==> config.mk <==
export PLATFORM = sky130hd
export DESIGN_NAME = scanline_status_irq_timing_unit_flat
export DESIGN_NICKNAME = d
export VERILOG_FILES = /design/src/sv/slt_pkg.sv /design/src/sv/slt_if.sv /design/src/sv/slt_in_stage.sv /design/src/sv/slt_status_core.sv /design/src/sv/scanline_status_irq_timing_unit.sv /design/src/flat_wrapper.sv
export SDC_FILE = /design/constraint.sdc
export NUM_CORES = 1
export LEC_CHECK = 0
export ABC_AREA = 1
export BUFFER_PORTS_ARGS = -buffer_cell sky130_fd_sc_hd__clkbuf_2
export CAP_MARGIN = 10
export CORE_UTILIZATION = 61
export DETAILED_ROUTE_END_ITERATION = 7
export HOLD_SLACK_MARGIN = 0.06
export MAX_ROUTING_LAYER = met4
export PLACE_DENSITY = 0.85
export REMOVE_ABC_BUFFERS = 1
export SYNTH_ARGS = -nofsm -noshare
export SYNTH_HDL_FRONTEND = slang
export SYNTH_SLANG_ARGS = --single-unit
==> constraint.sdc <==
create_clock -name clk -period 7.1 [get_ports clk]
set_input_delay 0.71 -clock clk [delete_from_list [all_inputs] [get_ports clk]]
set_output_delay 0.71 -clock clk [all_outputs]
set_load 0.01 [all_outputs]
==> src/sv/slt_pkg.sv <==
package slt_pkg;

    // Line counter width, fixed by the line_number field
    localparam int LINE_W = 9;

    // Default frame geometry
    localparam int LINES_PER_FRAME_DEF = 263;
    localparam int VISIBLE_LINES_DEF   = 192;

    // Line on which the 3D frame render is kicked off at line start
    localparam logic [LINE_W-1:0] RENDER_LINE = 9'd215;

    // Software-writable bits of a status word
    localparam logic [15:0] WRITE_MASK = 16'hFFB8;

    // Status word bit positions
    localparam int ST_VBLANK     = 0;
    localparam int ST_HBLANK     = 1;
    localparam int ST_MATCH      = 2;
    localparam int ST_VBLANK_IE  = 3;
    localparam int ST_HBLANK_IE  = 4;
    localparam int ST_MATCH_IE   = 5;

    // irq vector bit positions
    localparam int IRQ_VBLANK = 0;
    localparam int IRQ_HBLANK = 1;
    localparam int IRQ_MATCH  = 2;

    // cpu1 DMA trigger bit positions
    localparam int DMA_VBLANK = 0;
    localparam int DMA_HBLANK = 1;
    localparam int DMA_DISP   = 2;

    typedef enum logic [1:0] {
        OP_LINE_START = 2'd0,
        OP_LINE_END   = 2'd1,
        OP_WR_CPU0    = 2'd2,
        OP_WR_CPU1    = 2'd3
    } slt_op_t;

    typedef struct packed {
        logic [1:0]  opcode;
        logic [15:0] write_data;
    } slt_cmd_t;

    typedef struct packed {
        logic [LINE_W-1:0] line_number;
        logic [15:0]       status_cpu0;
        logic [15:0]       status_cpu1;
        logic [2:0]        irq_cpu0;
        logic [2:0]        irq_cpu1;
        logic [2:0]        dma_cpu1;
        logic              dma_cpu0_vblank;
        logic              draw_visible_line;
        logic              render_frame_3d;
    } slt_rsp_t;

    // Target line: bits 15:8 are target[7:0], bit 7 is target[8]
    function automatic logic [LINE_W-1:0] target_line(input logic [15:0] w);
        target_line = {w[7], w[15:8]};
    endfunction

endpackage

==> src/sv/slt_if.sv <==
interface slt_cmd_if;
    import slt_pkg::*;

    logic     valid;
    logic     ready;
    slt_cmd_t payload;

    modport source (output valid, output payload, input ready);
    modport sink   (input valid, input payload, output ready);
endinterface

interface slt_rsp_if;
    import slt_pkg::*;

    logic     valid;
    logic     ready;
    slt_rsp_t payload;

    modport source (output valid, output payload, input ready);
    modport sink   (input valid, input payload, output ready);
endinterface

==> src/sv/slt_in_stage.sv <==
module slt_in_stage (
    input  logic              clk,
    input  logic              rst_n,
    input  logic              up_valid,
    output logic              up_ready,
    input  slt_pkg::slt_cmd_t up_data,
    output logic              dn_valid,
    input  logic              dn_ready,
    output slt_pkg::slt_cmd_t dn_data
);
    import slt_pkg::*;

    logic     valid_reg;
    logic     valid_next;
    slt_cmd_t data_reg;

    // Refill whenever the held transaction leaves or the stage is empty
    assign up_ready = !valid_reg || dn_ready;

    always_comb
    begin
        valid_next = valid_reg;
        if (up_ready)
        begin
            valid_next = up_valid;
        end
    end

    always_ff @(posedge clk or negedge rst_n)
    begin
        if (!rst_n)
        begin
            valid_reg <= 1'b0;
        end
        else
        begin
            valid_reg <= valid_next;
        end
    end

    always_ff @(posedge clk)
    begin
        if (up_ready && up_valid)
        begin
            data_reg <= up_data;
        end
    end

    assign dn_valid = valid_reg;
    assign dn_data  = data_reg;

endmodule

==> src/sv/slt_status_core.sv <==
module slt_status_core #(
    parameter int LINES_PER_FRAME = slt_pkg::LINES_PER_FRAME_DEF,
    parameter int VISIBLE_LINES   = slt_pkg::VISIBLE_LINES_DEF
) (
    input  logic              clk,
    input  logic              rst_n,
    input  logic              cmd_valid,
    output logic              cmd_ready,
    input  slt_pkg::slt_cmd_t cmd_data,
    output logic              rsp_valid,
    input  logic              rsp_ready,
    output slt_pkg::slt_rsp_t rsp_data
);
    import slt_pkg::*;

    // 10-bit compare constants so VISIBLE_LINES + 2 never overflows
    localparam logic [LINE_W:0] VIS_C      = (LINE_W+1)'(VISIBLE_LINES);
    localparam logic [LINE_W:0] VIS_P2_C   = (LINE_W+1)'(VISIBLE_LINES + 2);
    localparam logic [LINE_W:0] LPF_C      = (LINE_W+1)'(LINES_PER_FRAME);
    localparam logic [LINE_W:0] LPF_M1_C   = (LINE_W+1)'(LINES_PER_FRAME - 1);

    logic [LINE_W-1:0] line_counter_reg;
    logic [LINE_W-1:0] line_counter_next;
    logic [15:0]       status0_reg;
    logic [15:0]       status0_next;
    logic [15:0]       status1_reg;
    logic [15:0]       status1_next;
    logic              out_valid_reg;
    logic              out_valid_next;
    slt_rsp_t          out_data_reg;
    slt_rsp_t          out_data_next;

    logic              advance;
    logic [LINE_W-1:0] line_inc;
    logic [LINE_W:0]   line_ext;
    logic [LINE_W:0]   inc_ext;

    assign cmd_ready = !out_valid_reg || rsp_ready;
    assign advance   = cmd_valid && cmd_ready;

    assign line_inc = line_counter_reg + 1'b1;
    assign line_ext = {1'b0, line_counter_reg};
    assign inc_ext  = {1'b0, line_inc};

    always_comb
    begin
        line_counter_next = line_counter_reg;
        status0_next      = status0_reg;
        status1_next      = status1_reg;
        out_data_next     = '0;

        case (slt_op_t'(cmd_data.opcode))
            OP_LINE_START:
            begin
                status0_next[ST_HBLANK] = 1'b1;
                status1_next[ST_HBLANK] = 1'b1;
                out_data_next.irq_cpu0[IRQ_HBLANK] = status0_reg[ST_HBLANK_IE];
                out_data_next.irq_cpu1[IRQ_HBLANK] = status1_reg[ST_HBLANK_IE];
                out_data_next.draw_visible_line    = line_ext < VIS_C;
                out_data_next.dma_cpu1[DMA_HBLANK] = line_ext < VIS_C;
                out_data_next.dma_cpu1[DMA_DISP]   = (line_ext > (LINE_W+1)'(1))
                                                     && (line_ext < VIS_P2_C);
                out_data_next.render_frame_3d      = line_counter_reg == RENDER_LINE;
            end
            OP_LINE_END:
            begin
                status0_next[ST_HBLANK] = 1'b0;
                status1_next[ST_HBLANK] = 1'b0;
                line_counter_next       = line_inc;
                if (inc_ext == VIS_C)
                begin
                    status0_next[ST_VBLANK] = 1'b1;
                    status1_next[ST_VBLANK] = 1'b1;
                    out_data_next.irq_cpu0[IRQ_VBLANK] = status0_reg[ST_VBLANK_IE];
                    out_data_next.irq_cpu1[IRQ_VBLANK] = status1_reg[ST_VBLANK_IE];
                    out_data_next.dma_cpu0_vblank      = 1'b1;
                    out_data_next.dma_cpu1[DMA_VBLANK] = 1'b1;
                end
                else if (inc_ext == LPF_M1_C)
                begin
                    status0_next[ST_VBLANK] = 1'b0;
                    status1_next[ST_VBLANK] = 1'b0;
                end
                else if (inc_ext >= LPF_C)
                begin
                    line_counter_next = '0;
                end
                // target-line compare against the new line
                status0_next[ST_MATCH] = target_line(status0_reg) == line_counter_next;
                status1_next[ST_MATCH] = target_line(status1_reg) == line_counter_next;
                out_data_next.irq_cpu0[IRQ_MATCH] = status0_next[ST_MATCH]
                                                    && status0_reg[ST_MATCH_IE];
                out_data_next.irq_cpu1[IRQ_MATCH] = status1_next[ST_MATCH]
                                                    && status1_reg[ST_MATCH_IE];
            end
            OP_WR_CPU0:
            begin
                status0_next = (status0_reg & ~WRITE_MASK) | (cmd_data.write_data & WRITE_MASK);
            end
            OP_WR_CPU1:
            begin
                status1_next = (status1_reg & ~WRITE_MASK) | (cmd_data.write_data & WRITE_MASK);
            end
            default:
            begin
                line_counter_next = line_counter_reg;
            end
        endcase

        out_data_next.line_number = line_counter_next;
        out_data_next.status_cpu0 = status0_next;
        out_data_next.status_cpu1 = status1_next;
    end

    always_comb
    begin
        out_valid_next = out_valid_reg;
        if (cmd_ready)
        begin
            out_valid_next = cmd_valid;
        end
    end

    always_ff @(posedge clk or negedge rst_n)
    begin
        if (!rst_n)
        begin
            line_counter_reg <= '0;
            status0_reg      <= '0;
            status1_reg      <= '0;
            out_valid_reg    <= 1'b0;
        end
        else
        begin
            out_valid_reg <= out_valid_next;
            if (advance)
            begin
                line_counter_reg <= line_counter_next;
                status0_reg      <= status0_next;
                status1_reg      <= status1_next;
            end
        end
    end

    always_ff @(posedge clk)
    begin
        if (advance)
        begin
            out_data_reg <= out_data_next;
        end
    end

    assign rsp_valid = out_valid_reg;
    assign rsp_data  = out_data_reg;

endmodule

==> src/sv/scanline_status_irq_timing_unit.sv <==
// A cmd transaction passes the input register, then the result register, before it
// can leave as an rsp transaction.
// Throughput: 1 transaction per cycle while rsp is ready; the line counter and the
// two status words are updated between the two registers.
// Reset (rst_n, async, active low): line counter and both status words clear to 0,
// both pipeline stages empty.
module scanline_status_irq_timing_unit #(
    parameter int LINES_PER_FRAME = slt_pkg::LINES_PER_FRAME_DEF,
    parameter int VISIBLE_LINES   = slt_pkg::VISIBLE_LINES_DEF
) (
    input  logic      clk,
    input  logic      rst_n,
    slt_cmd_if.sink   cmd,
    slt_rsp_if.source rsp
);
    import slt_pkg::*;

    // Input register -> status core. The core holds the frame state and the
    // result register; a full result register stalls the input stage only
    // when rsp is not taking the held transaction.
    logic     stg_valid;
    logic     stg_ready;
    slt_cmd_t stg_data;

    slt_in_stage u_in_stage (
        .clk      (clk),
        .rst_n    (rst_n),
        .up_valid (cmd.valid),
        .up_ready (cmd.ready),
        .up_data  (cmd.payload),
        .dn_valid (stg_valid),
        .dn_ready (stg_ready),
        .dn_data  (stg_data)
    );

    // Line start: hblank set, hblank irq/DMA, draw and display-start DMA, 3D render kick.
    // Line end: hblank clear, line advance with vblank entry/exit and wrap,
    // then the target-line compare for both status words.
    // Status writes touch only the writable bits; their side outputs are 0.
    slt_status_core #(
        .LINES_PER_FRAME (LINES_PER_FRAME),
        .VISIBLE_LINES   (VISIBLE_LINES)
    ) u_status_core (
        .clk       (clk),
        .rst_n     (rst_n),
        .cmd_valid (stg_valid),
        .cmd_ready (stg_ready),
        .cmd_data  (stg_data),
        .rsp_valid (rsp.valid),
        .rsp_ready (rsp.ready),
        .rsp_data  (rsp.payload)
    );

endmodule
==> src/flat_wrapper.sv <==
// flat-port wrapper written by rule: the top's interface ports become plain ports
module scanline_status_irq_timing_unit_flat import slt_pkg::*;
#(
    parameter int LINES_PER_FRAME = slt_pkg::LINES_PER_FRAME_DEF,
    parameter int VISIBLE_LINES   = slt_pkg::VISIBLE_LINES_DEF
)
  (clk, rst_n, cmd_valid, cmd_payload, cmd_ready, rsp_valid, rsp_payload, rsp_ready);
  slt_cmd_if cmd_i ();
  slt_rsp_if rsp_i ();
  input  logic clk;
  input  logic rst_n;
  input wire logic [$bits(cmd_i.valid)-1:0] cmd_valid;
  input wire logic [$bits(cmd_i.payload)-1:0] cmd_payload;
  output wire logic [$bits(cmd_i.ready)-1:0] cmd_ready;
  output wire logic [$bits(rsp_i.valid)-1:0] rsp_valid;
  output wire logic [$bits(rsp_i.payload)-1:0] rsp_payload;
  input wire logic [$bits(rsp_i.ready)-1:0] rsp_ready;
  assign cmd_i.valid = cmd_valid;
  assign cmd_i.payload = cmd_payload;
  assign cmd_ready = cmd_i.ready;
  assign rsp_valid = rsp_i.valid;
  assign rsp_payload = rsp_i.payload;
  assign rsp_i.ready = rsp_ready;
  scanline_status_irq_timing_unit #(.LINES_PER_FRAME(LINES_PER_FRAME), .VISIBLE_LINES(VISIBLE_LINES)) u_core (.clk(clk), .rst_n(rst_n), .cmd(cmd_i), .rsp(rsp_i));
endmodule
## Yosys cells after proc, flatten, opt, wreduce, memory -nomap -nowiden

Cells that the tools add are included.

| operators by class | value |
|---|---|
| $add $sub $neg | 1 |
| magnitude comparators | 4 |
| eq/ne operators | 8 |
| mux-type cells | 18 |
| bitwise operators | 2 |
| reductions and logical operators | 11 |

Operators with widths:

| operator | count |
|---|---|
| $mux W9 | 5 |
| $or A7 B16 Y16 | 2 |
| $mux W13 | 2 |
| $eq A9 B8 Y1 const B | 2 |
| $eq A9 B9 Y1 | 2 |
| $lt A9 B8 Y1 const B | 2 |
| $add A9 B1 Y9 const B | 1 |
| $eq A9 B9 Y1 const B | 1 |
| $ge A9 B9 Y1 const B | 1 |
| $gt A9 B1 Y1 const B | 1 |
| $pmux W1 S2 | 4 |
| $pmux W1 S3 | 2 |
| $logic_and A1 B1 Y1 | 5 |
| $eq A2 B2 Y1 const B | 2 |
| $mux W1 | 4 |
| $eq A2 B1 Y1 const B | 1 |
| $logic_not A1 Y1 | 2 |
| $logic_not A2 Y1 | 1 |
| $logic_or A1 B1 Y1 | 2 |
| $mux W2 | 1 |
| $reduce_and A2 Y1 | 1 |

| word-level totals | value |
|---|---|
| register bits after elaboration | 114 |
| input port bits | 22 |
| output and inout bits | 55 |
| word-level logic and storage cells | 65 |

## Depth between registers and ports, before layout

Gate-level depths: netlist (run 1).

| logic depth | value |
|---|---|
| depth in word-level cells | 8 |
| depth in mapped cells | 20 |
| depth with buffers taken out | 20 |

## By module

Synthesis (run 1) repeated with hierarchy kept, for this count alone.

| unflattened totals | value |
|---|---|
| cell total of the unflattened synthesis | 537 |
| area total of the unflattened synthesis | 5,102.4 um^2 |

Modules (own cells, without submodules):

| module | instances | cells each | area an instance (um^2) | sequential area each (um^2) |
|---|---|---|---|---|
| slt_status_core | 1 | 513 | 4,516.8 | 2,472.4 |
| slt_in_stage | 1 | 24 | 585.6 | 565.5 |

## Worst setup path before layout (run 1)

Ideal clock, no wire load.

| timing | value |
|---|---|
| path kind | in2reg |
| start | input rsp_ready |
| end | register u_core.u_status_core.out_data_reg (netlist bit u_core.u_status_core.rsp_data[0]), enable pin |
| library setup time | 0.386 ns |
| arrival | 2.005 ns |
| data required time | 6.714 ns |
| setup slack | 4.709 ns |
| cell stages on the path | 6 |
| buffers on the path | 2 |
| cells stage by stage | inv_1 -> nand2_1 -> nand2_1 -> inv_1 -> clkbuf_1 -> buf_2 |

| between the ends | value |
|---|---|
| longest elaborated chain between the ends | 2 |

Ends and longest elaborated chain:

| element | RTL line | RTL |
|---|---|---|
| from (decl) | flat_wrapper.sv:17 | `input wire logic [$bits(rsp_i.ready)-1:0] rsp_ready;` |
| $logic_or A1 B1 Y1 | slt_status_core.sv:38 | `assign cmd_ready = !out_valid_reg \|\| rsp_ready;` |
| $logic_and A1 B1 Y1 | slt_status_core.sv:39 | `assign advance = cmd_valid && cmd_ready;` |
| via u_core.u_status_core.advance | slt_status_core.sv:33 | `logic advance;` |
| to (signal assigned) | slt_status_core.sv:149 | `out_data_reg <= out_data_next;` |
| to (decl) | slt_status_core.sv:30 | `slt_rsp_t out_data_reg;` |

The timed path passes the listed nets, and every way through them passes these cells.
A chain may end at the register's enable or synchronous reset.

==> metrics.md, run 1 <==
| Metric | Value |
|---|---|
| R2R Setup Slk | `4.30 ns` |
| Post-layout min period | `2.80 ns` |
| Worst hold path class | `reg -> reg` |
| Syn avg cell area | `9.55 µm²` |
| Synthesized instance count | `510` |
| Core ar. | `7730 µm²` |
| Post-Layout Cell Count | `683` |
| Filler Cell Count | `573` |
| Slew HR | `0.270` |
| Nets | `606` |
| Setup WS pre-CTS | `4.37 ns` |
| Root buf cell | `clkbuf_8` |
| Postcts setup bufs | `0` |
| Final wirelength | `9.94 mm` |
| Initial drt markers | `230` |
| IO Count | `77` |
| Post-synthesis sequential area ratio | `0.599` |
| CP Class | `reg -> reg` |
| CP Launch Type | `flop` |
| WL per Instance | `14.6 µm` |
| Layout cells sized above 1 | `0.207` |
| Rows | `32` |
| Max FFs per register | `49` |
| Final Wtd Congestion | `0.866` |
| Synth area leader | `edfxtp_1` |
| TritonCTS Sinks | `104` |
| DR pass1 iterations | `5` |
| Full die area | `8340 µm²` |
| Maxcap violations | `0` |
| Status | `complete, no violations` |
| Area taken by multi-input logic gates | `1640 µm²` |
| Final worst setup slack | `4.30 ns` |
| Worst Path Arrival | `3.11 ns` |
| Final Slew Violations | `0` |
| RSZ-0062 raised after global routing | `no` |
| Top cell type's share of synthesized area | `0.389` |
| Post_cts resized | `0` |
| P&R area growth vs syn | `12.0%` |
| Crit Path Max Fanout | `8` |
| Worst Skew | `0.0154 ns` |
| Starting Density | `0.630` |
| Maximum clock frequency | `357 MHz` |
| Pwr Density | `365 nW/µm²` |
| Cell variety after synth | `32` |
| DRC | `0` |
| Max Buffers Root-to-Sink | `2` |
| CTS clock-pin slew for the worst setup and hold paths | `0.10 ns` |
| Remaining antenna violation count | `0` |
| Final Setup Violations | `0` |
| CTS tree | `built` |
| Dpl hpwl | `6.93 mm` |
| Final hold slack | `0.486 ns` |
| Worst-Skew Late Latency | `0.37 ns` |
| Die width | `91.3 µm` |
| First-pass GRT wire length | `16.6 mm` |
| Synth Flop Type | `edfxtp_1` |
| Initial antenna violation count | `0` |
| Post-synth EDFFs | `63` |
| GR Util All Layers | `0.269` |
| Pleak | `2.41 nW` |
| Req. time, crit path | `7.41 ns` |
| Synth area leaders | `edfxtp_1 39%, dfrtp_1 21%, nand2_1 10%` |
| CP endpoint kind | `flop` |
| Grt total ovfl | `0` |
| Buffers added on ports | `70` |
| Async set or reset register ratio after synthesis | `0.394` |
| Largest net degree at the start of global routing | `65` |
| Worst vdd ir | `0.000240 V` |
| Fin crit share | `0.395` |
| Fin. Hold Viols | `0` |
| Vias in the first global route | `3,479` |
| Vias per std cell | `5.44` |
| Sum Neg Setup Slack | `0 ns` |
| Antenna cells | `0` |
| Routed vias | `3,715` |
| H-tree levels | `3` |
| Mapped Area | `4870 µm²` |
| Power Total | `1.99 mW` |
| FF+latch area | `2920 µm²` |
| Synth warnings | `0` |
| Seq cells post-synth | `104` |
| Die Ht | `91.3 µm` |
| Slew at the pin with the worst max-slew slack | `1.09 ns` |
| DP Cell Count | `667` |
| CTS buffer count | `9` |
| CTS Hold Buffers Added | `0` |
-- worst max-delay path: stages (launching register included) --
cell and delay, ns:
dfrtp_1 0.49, ha_1 0.26, nand2_2 0.12, inv_1 0.05, nor2_1 0.27, nand3_1 0.21, nor2_1 0.18, nand2_2 0.15
nand3_2 0.11, nand2_1 0.12, xor2_1 0.24, nand2_1 0.08, nor2_1 0.10, nand2_1 0.13, nand2_2 0.09, nand2_1 0.05
nand2_1 0.08
-- worst paths after layout --
check / startpoint / endpoint / cells past startpoint
max: u_core.u_status_core.line_counter_reg[1] / u_core.u_status_core.status1_reg[2] / 16
min: u_core.u_status_core.status1_reg[2] / u_core.u_status_core.status1_reg[2] / 2
max reg2reg: u_core.u_status_core.line_counter_reg[1] / u_core.u_status_core.status1_reg[2] / 16
min reg2reg: u_core.u_status_core.status1_reg[2] / u_core.u_status_core.status1_reg[2] / 2
max in group asynchronous: rst_n / u_core.u_status_core.status0_reg[14] / 1
min in group asynchronous: rst_n / u_core.u_status_core.status1_reg[1] / 1
-- metal layers --
layer	vias up	share of wire	wire length (µm)	track usage
met1	1772	0.44	4410	0.343
met3	14	0.035	350	0.0385
met5	-	0	0	-
met4	0	0.016	161	0.102
met2	116	0.51	5030	0.441
li1	1813	-	-	-
-- logic make-up after synthesis --
| kind of cell | count (synthesis) | share of synthesized area |
|---|---|---|
| AOI/OAI and AO/OA | 91 | 0.100 |
| xor gates and xnor gates | 3 | 0.00540 |
| adders and majority gates | 8 | 0.0206 |
| buffers and inverters | 80 | 0.0650 |
| DFF | 104 | 0.599 |
| other | 1 | 0.000770 |
| and+or+nand+nor | 223 | 0.209 |
-- cells in the final DEF (no fill, tap or decap), types with 5 or more instances in the layout --
cell type / n
nor2_1: 22
inv_1: 57
nand3_1: 30
nand2_1: 134
dfrtp_1: 41
nand2_2: 12
ha_1: 8
nand4_1: 7
clkbuf_2: 70
o21ai_0: 80
inv_2: 5
clkbuf_8: 9
nor2_2: 5
edfxtp_1: 63
-- cell usage after synthesis (5+ instances only) --
| cell | n |
|---|---|
| dfrtp_1 | 41 |
| nand2_1 | 134 |
| inv_2 | 5 |
| nand4_1 | 7 |
| nor2_2 | 5 |
| clkbuf_1 | 12 |
| nand3_1 | 30 |
| nor2_1 | 22 |
| nand2_2 | 12 |
| o21ai_0 | 80 |
| ha_1 | 8 |
| edfxtp_1 | 63 |
| inv_1 | 58 |
-- power by group --
part / total (mW) / switching [mW] / internal (mW)
Clock: 0.332 / 0.202 / 0.130
Combinational: 0.742 / 0.505 / 0.237
Sequential: 0.915 / 0.0878 / 0.828
Total: 1.99 / 0.795 / 1.19
-- metrics by stage --
step	util	cell area, µm²
final	0.705	5450
after global routing	0.705	5450
after floorplan	-	4790
after detailed placement	0.683	5280
after global placement	0.683	5280
after CTS	0.705	5450
-- area by class of cell --
type                       count  area share
clock inverter                 6     0.00826
tap                          102      0.0234
clock buffer                  10      0.0234
timing repair buffer          71      0.0656
inverter                      63      0.0436
sequential                   104       0.535
multi-input combinational    327       0.300
Note: power is estimated with default switching activity, not from simulation.
==> inputs of run 2 (changes only) <==
Settings changed: ABC_AREA 1 to 0, CORE_UTILIZATION 61 to 52, PLACE_DENSITY 0.85 to 0.77.
Clock period 7.1 ns to 2.37 ns, I/O delays scaled along.
==> run 2 against run 1 <==
The flow now finishes with violations (setup timing). Worst setup slack got worse by 4.4 ns. Count of clock-buffer cells in the layout increased by 1. Global-route usage decreased by 0.31 points. Clock power increased to 4.0 times the previous value.
==> metrics.md, run 2 <==
| Metric | Value |
|---|---|
| Status | `complete, but fails checks (was complete, no violations)` |
| Failing checks | `setup timing` |
| Synthesized instance count | `446 (was 510)` |
| Post-layout min period | `2.52 ns (was 2.80 ns)` |
| Largest net degree at the start of global routing | `69 (was 65)` |
| Synth area leaders | `edfxtp_1 36%, dfrtp_1 20%, mux2_2 8.0% (was edfxtp_1 39%, dfrtp_1 21%, nand2_1 10%)` |
| CP endpoint kind | `flop (unchanged)` |
| Buffers added on ports | `70 (unchanged)` |
| Final Setup Violations | `6 (was 0)` |
| Slew HR | `0.429 (was 0.270)` |
| CTS clock-pin slew for the worst setup and hold paths | `0.10 ns (about the same)` |
| Final Wtd Congestion | `0.937 (was 0.866)` |
| Root buf cell | `clkbuf_8 (unchanged)` |
| Synth area leader | `edfxtp_1 (unchanged)` |
| Pleak | `2.83 nW (was 2.41 nW)` |
| Max FFs per register | `49 (unchanged)` |
| Setup WS pre-CTS | `-0.277 ns (was 4.37 ns)` |
| Die Ht | `102 µm (was 91.3 µm)` |
| RSZ-0062 raised after global routing | `yes (was no)` |
| Rows | `36 (was 32)` |
| Full die area | `10,500 µm² (was 8340 µm²)` |
| Worst-Skew Late Latency | `0.36 ns (was 0.37 ns)` |
| Worst Path Arrival | `2.73 ns (was 3.11 ns)` |
| Grt total ovfl | `0 (unchanged)` |
| Synth Flop Type | `edfxtp_1 (unchanged)` |
| Worst Skew | `0.0111 ns (was 0.0154 ns)` |
| Vias in the first global route | `4,021 (was 3,479)` |
| P&R area growth vs syn | `32.6% (was 12.0%)` |
| Final wirelength | `12.8 mm (was 9.94 mm)` |
| GR Util All Layers | `0.266 (was 0.269)` |
| Max Buffers Root-to-Sink | `2 (unchanged)` |
| Commonest cells post-synth | `63 x edfxtp_1, 45 x nand2_1, 41 x dfrtp_1, 41 x o21ai_0, 37 x mux2_2 (was 134 x nand2_1, 80 x o21ai_0, 63 x edfxtp_1)` |
| DR pass1 iterations | `5 (unchanged)` |
| Antenna cells | `0 (unchanged)` |
| Layout cells sized above 1 | `0.442 (was 0.207)` |
| Pwr Density | `968 nW/µm² (was 365 nW/µm²)` |
| Die width | `102 µm (was 91.3 µm)` |
| TritonCTS Sinks | `104 (unchanged)` |
| Synth warnings | `0 (unchanged)` |
| Nets | `622 (was 606)` |
| Most frequent cells in the layout | `70 x clkbuf_2, 68 x buf_4, 63 x edfxtp_1, 44 x nand2_1, 38 x dfrtp_1 (was 134 x nand2_1, 80 x o21ai_0, 70 x clkbuf_2, 63 x edfxtp_1, 57 x inv_1)` |
| Async set or reset register ratio after synthesis | `0.394 (unchanged)` |
| DRC | `0 (unchanged)` |
| First-pass GRT wire length | `20.0 mm (was 16.6 mm)` |
| Mapped Area | `5230 µm² (was 4870 µm²)` |
| Cell variety after synth | `72 (was 32)` |
| Worst hold path class | `in -> reg (was reg -> reg)` |
| Routed vias | `4,175 (was 3,715)` |
| Most common cell after layout, fill and taps aside | `clkbuf_2 (was nand2_1)` |
| CP Launch Type | `flop (unchanged)` |
| Remaining antenna violation count | `0 (unchanged)` |
| CTS tree | `built (unchanged)` |
| Power Total | `6.72 mW (was 1.99 mW)` |
| Maxcap violations | `0 (unchanged)` |
| Crit Path Max Fanout | `4 (was 8)` |
| Slew at the pin with the worst max-slew slack | `0.857 ns (was 1.09 ns)` |
| Fin. Hold Viols | `0 (unchanged)` |
| Maximum clock frequency | `397 MHz (was 357 MHz)` |
| Most numerous cell in the Yosys netlist | `edfxtp_1 (was nand2_1)` |
| Starting Density | `0.535 (was 0.630)` |
| CTS buffer count | `9 (unchanged)` |
| Core ar. | `9770 µm² (was 7730 µm²)` |
| IO Count | `77 (unchanged)` |
| WL per Instance | `17.5 µm (was 14.6 µm)` |
| CP Class | `reg -> reg (unchanged)` |
| Fin crit share | `1.06 (was 0.395)` |
| Dpl hpwl | `8.82 mm (was 6.93 mm)` |
| Seq cells post-synth | `104 (unchanged)` |
| Syn avg cell area | `11.7 µm² (was 9.55 µm²)` |
| Vias per std cell | `5.72 (was 5.44)` |
| Post-synth EDFFs | `63 (unchanged)` |
| Initial drt markers | `239 (was 230)` |
| Post-synthesis sequential area ratio | `0.558 (was 0.599)` |
| Worst vdd ir | `0.000493 V (was 0.000240 V)` |
| Final worst setup slack | `-0.148 ns (was 4.30 ns)` |
| H-tree levels | `3 (unchanged)` |
| Top cell type's share of synthesized area | `0.362 (was 0.389)` |
| Initial antenna violation count | `0 (unchanged)` |
| Final Slew Violations | `0 (unchanged)` |
| Req. time, crit path | `2.58 ns (was 7.41 ns)` |
run 2: final timing paths:
check                                                          from                                  endpoint  slack [ns]  cells past startpoint
setup / recovery           u_core.u_status_core.line_counter_reg[1]         u_core.u_status_core.rsp_data[14]       -0.15                      8
hold / removal                                            cmd_valid                u_core.u_in_stage.dn_valid        0.08                      2
setup reg to reg           u_core.u_status_core.line_counter_reg[1]         u_core.u_status_core.rsp_data[14]       -0.15                      8
hold reg to reg                          u_core.u_in_stage.dn_valid            u_core.u_status_core.rsp_valid        0.52                      1
max in group asynchronous                                     rst_n  u_core.u_status_core.line_counter_reg[5]        1.28                      3
min in group asynchronous                                     rst_n      u_core.u_status_core.status0_reg[11]        0.31                      2
run 2: cells by family (layout without fill, tap and decap cells):
group,after synthesis,count (layout),synth area share
xor gates and xnor gates,11,11,0.0213
and+or+nand+nor,127,127,0.131
adders and majority gates,8,8,0.0191
buffers and inverters,55,205,0.0514
DFF,104,104,0.558
AOI/OAI and AO/OA,100,100,0.133
other,1,2,0.000717
muxes,40,40,0.0861
run 2: area by class of cell:
cell class                 instances  area (µm²)
fill                             695        2840
sequential                       104        2920
tap                              133         166
timing repair buffer             166        1190
multi-input combinational        288        2310
clock buffer                      11         141
inverter                          23        90.1
clock inverter                     5         115
run 2: per-layer routing:
metal,global-route usage,vias to the layer above,share of wire
met1,0.349,2038,0.44
met5,-,-,0
met3,0.0376,45,0.044
met4,0.138,0,0.040
li1,-,1936,-
met2,0.402,156,0.47
run 2: metrics by stage:
stage / cell area (µm²) / std cells / util / hold WS [ns] / setup TNS, ns
finish: 6940 / 730 / 0.710 / 0.0782 / -0.625
CTS: 6780 / 728 / 0.694 / 0.0659 / -0.460
floorplan: 5050 / 415 / - / -0.0586 / -2.83
global route: 6940 / 730 / 0.710 / 0.0732 / -1.37
global placement: 6130 / 686 / 0.627 / 0.150 / -0.944
detailed placement: 6130 / 686 / 0.627 / 0.161 / -1.54
run 2: what timing repair did:
action                                 4_1_cts  5_1_grt
pin swaps                                   16       13
buffers inserted                            11        4
gates resized for setup                     39       36
endpoints found under the hold margin       25        0
hold buffers                                15        0
setup endpoints to repair                   10       16
run 2: where the power goes:
part / switching, mW / internal (mW)
Sequential: 0.331 / 2.39
Clock: 0.600 / 0.742
Combinational: 1.40 / 1.26
Total: 2.33 / 4.39
run 2: worst max-delay path: stages (launching register included):
cell and delay (ns):
dfrtp_1 0.44, ha_4 0.20, and3_4 0.20, a311oi_2 0.25
a21oi_2 0.06, xnor2_1 0.15, or4_4 0.53, a221o_1 0.35
o21ai_1 0.17
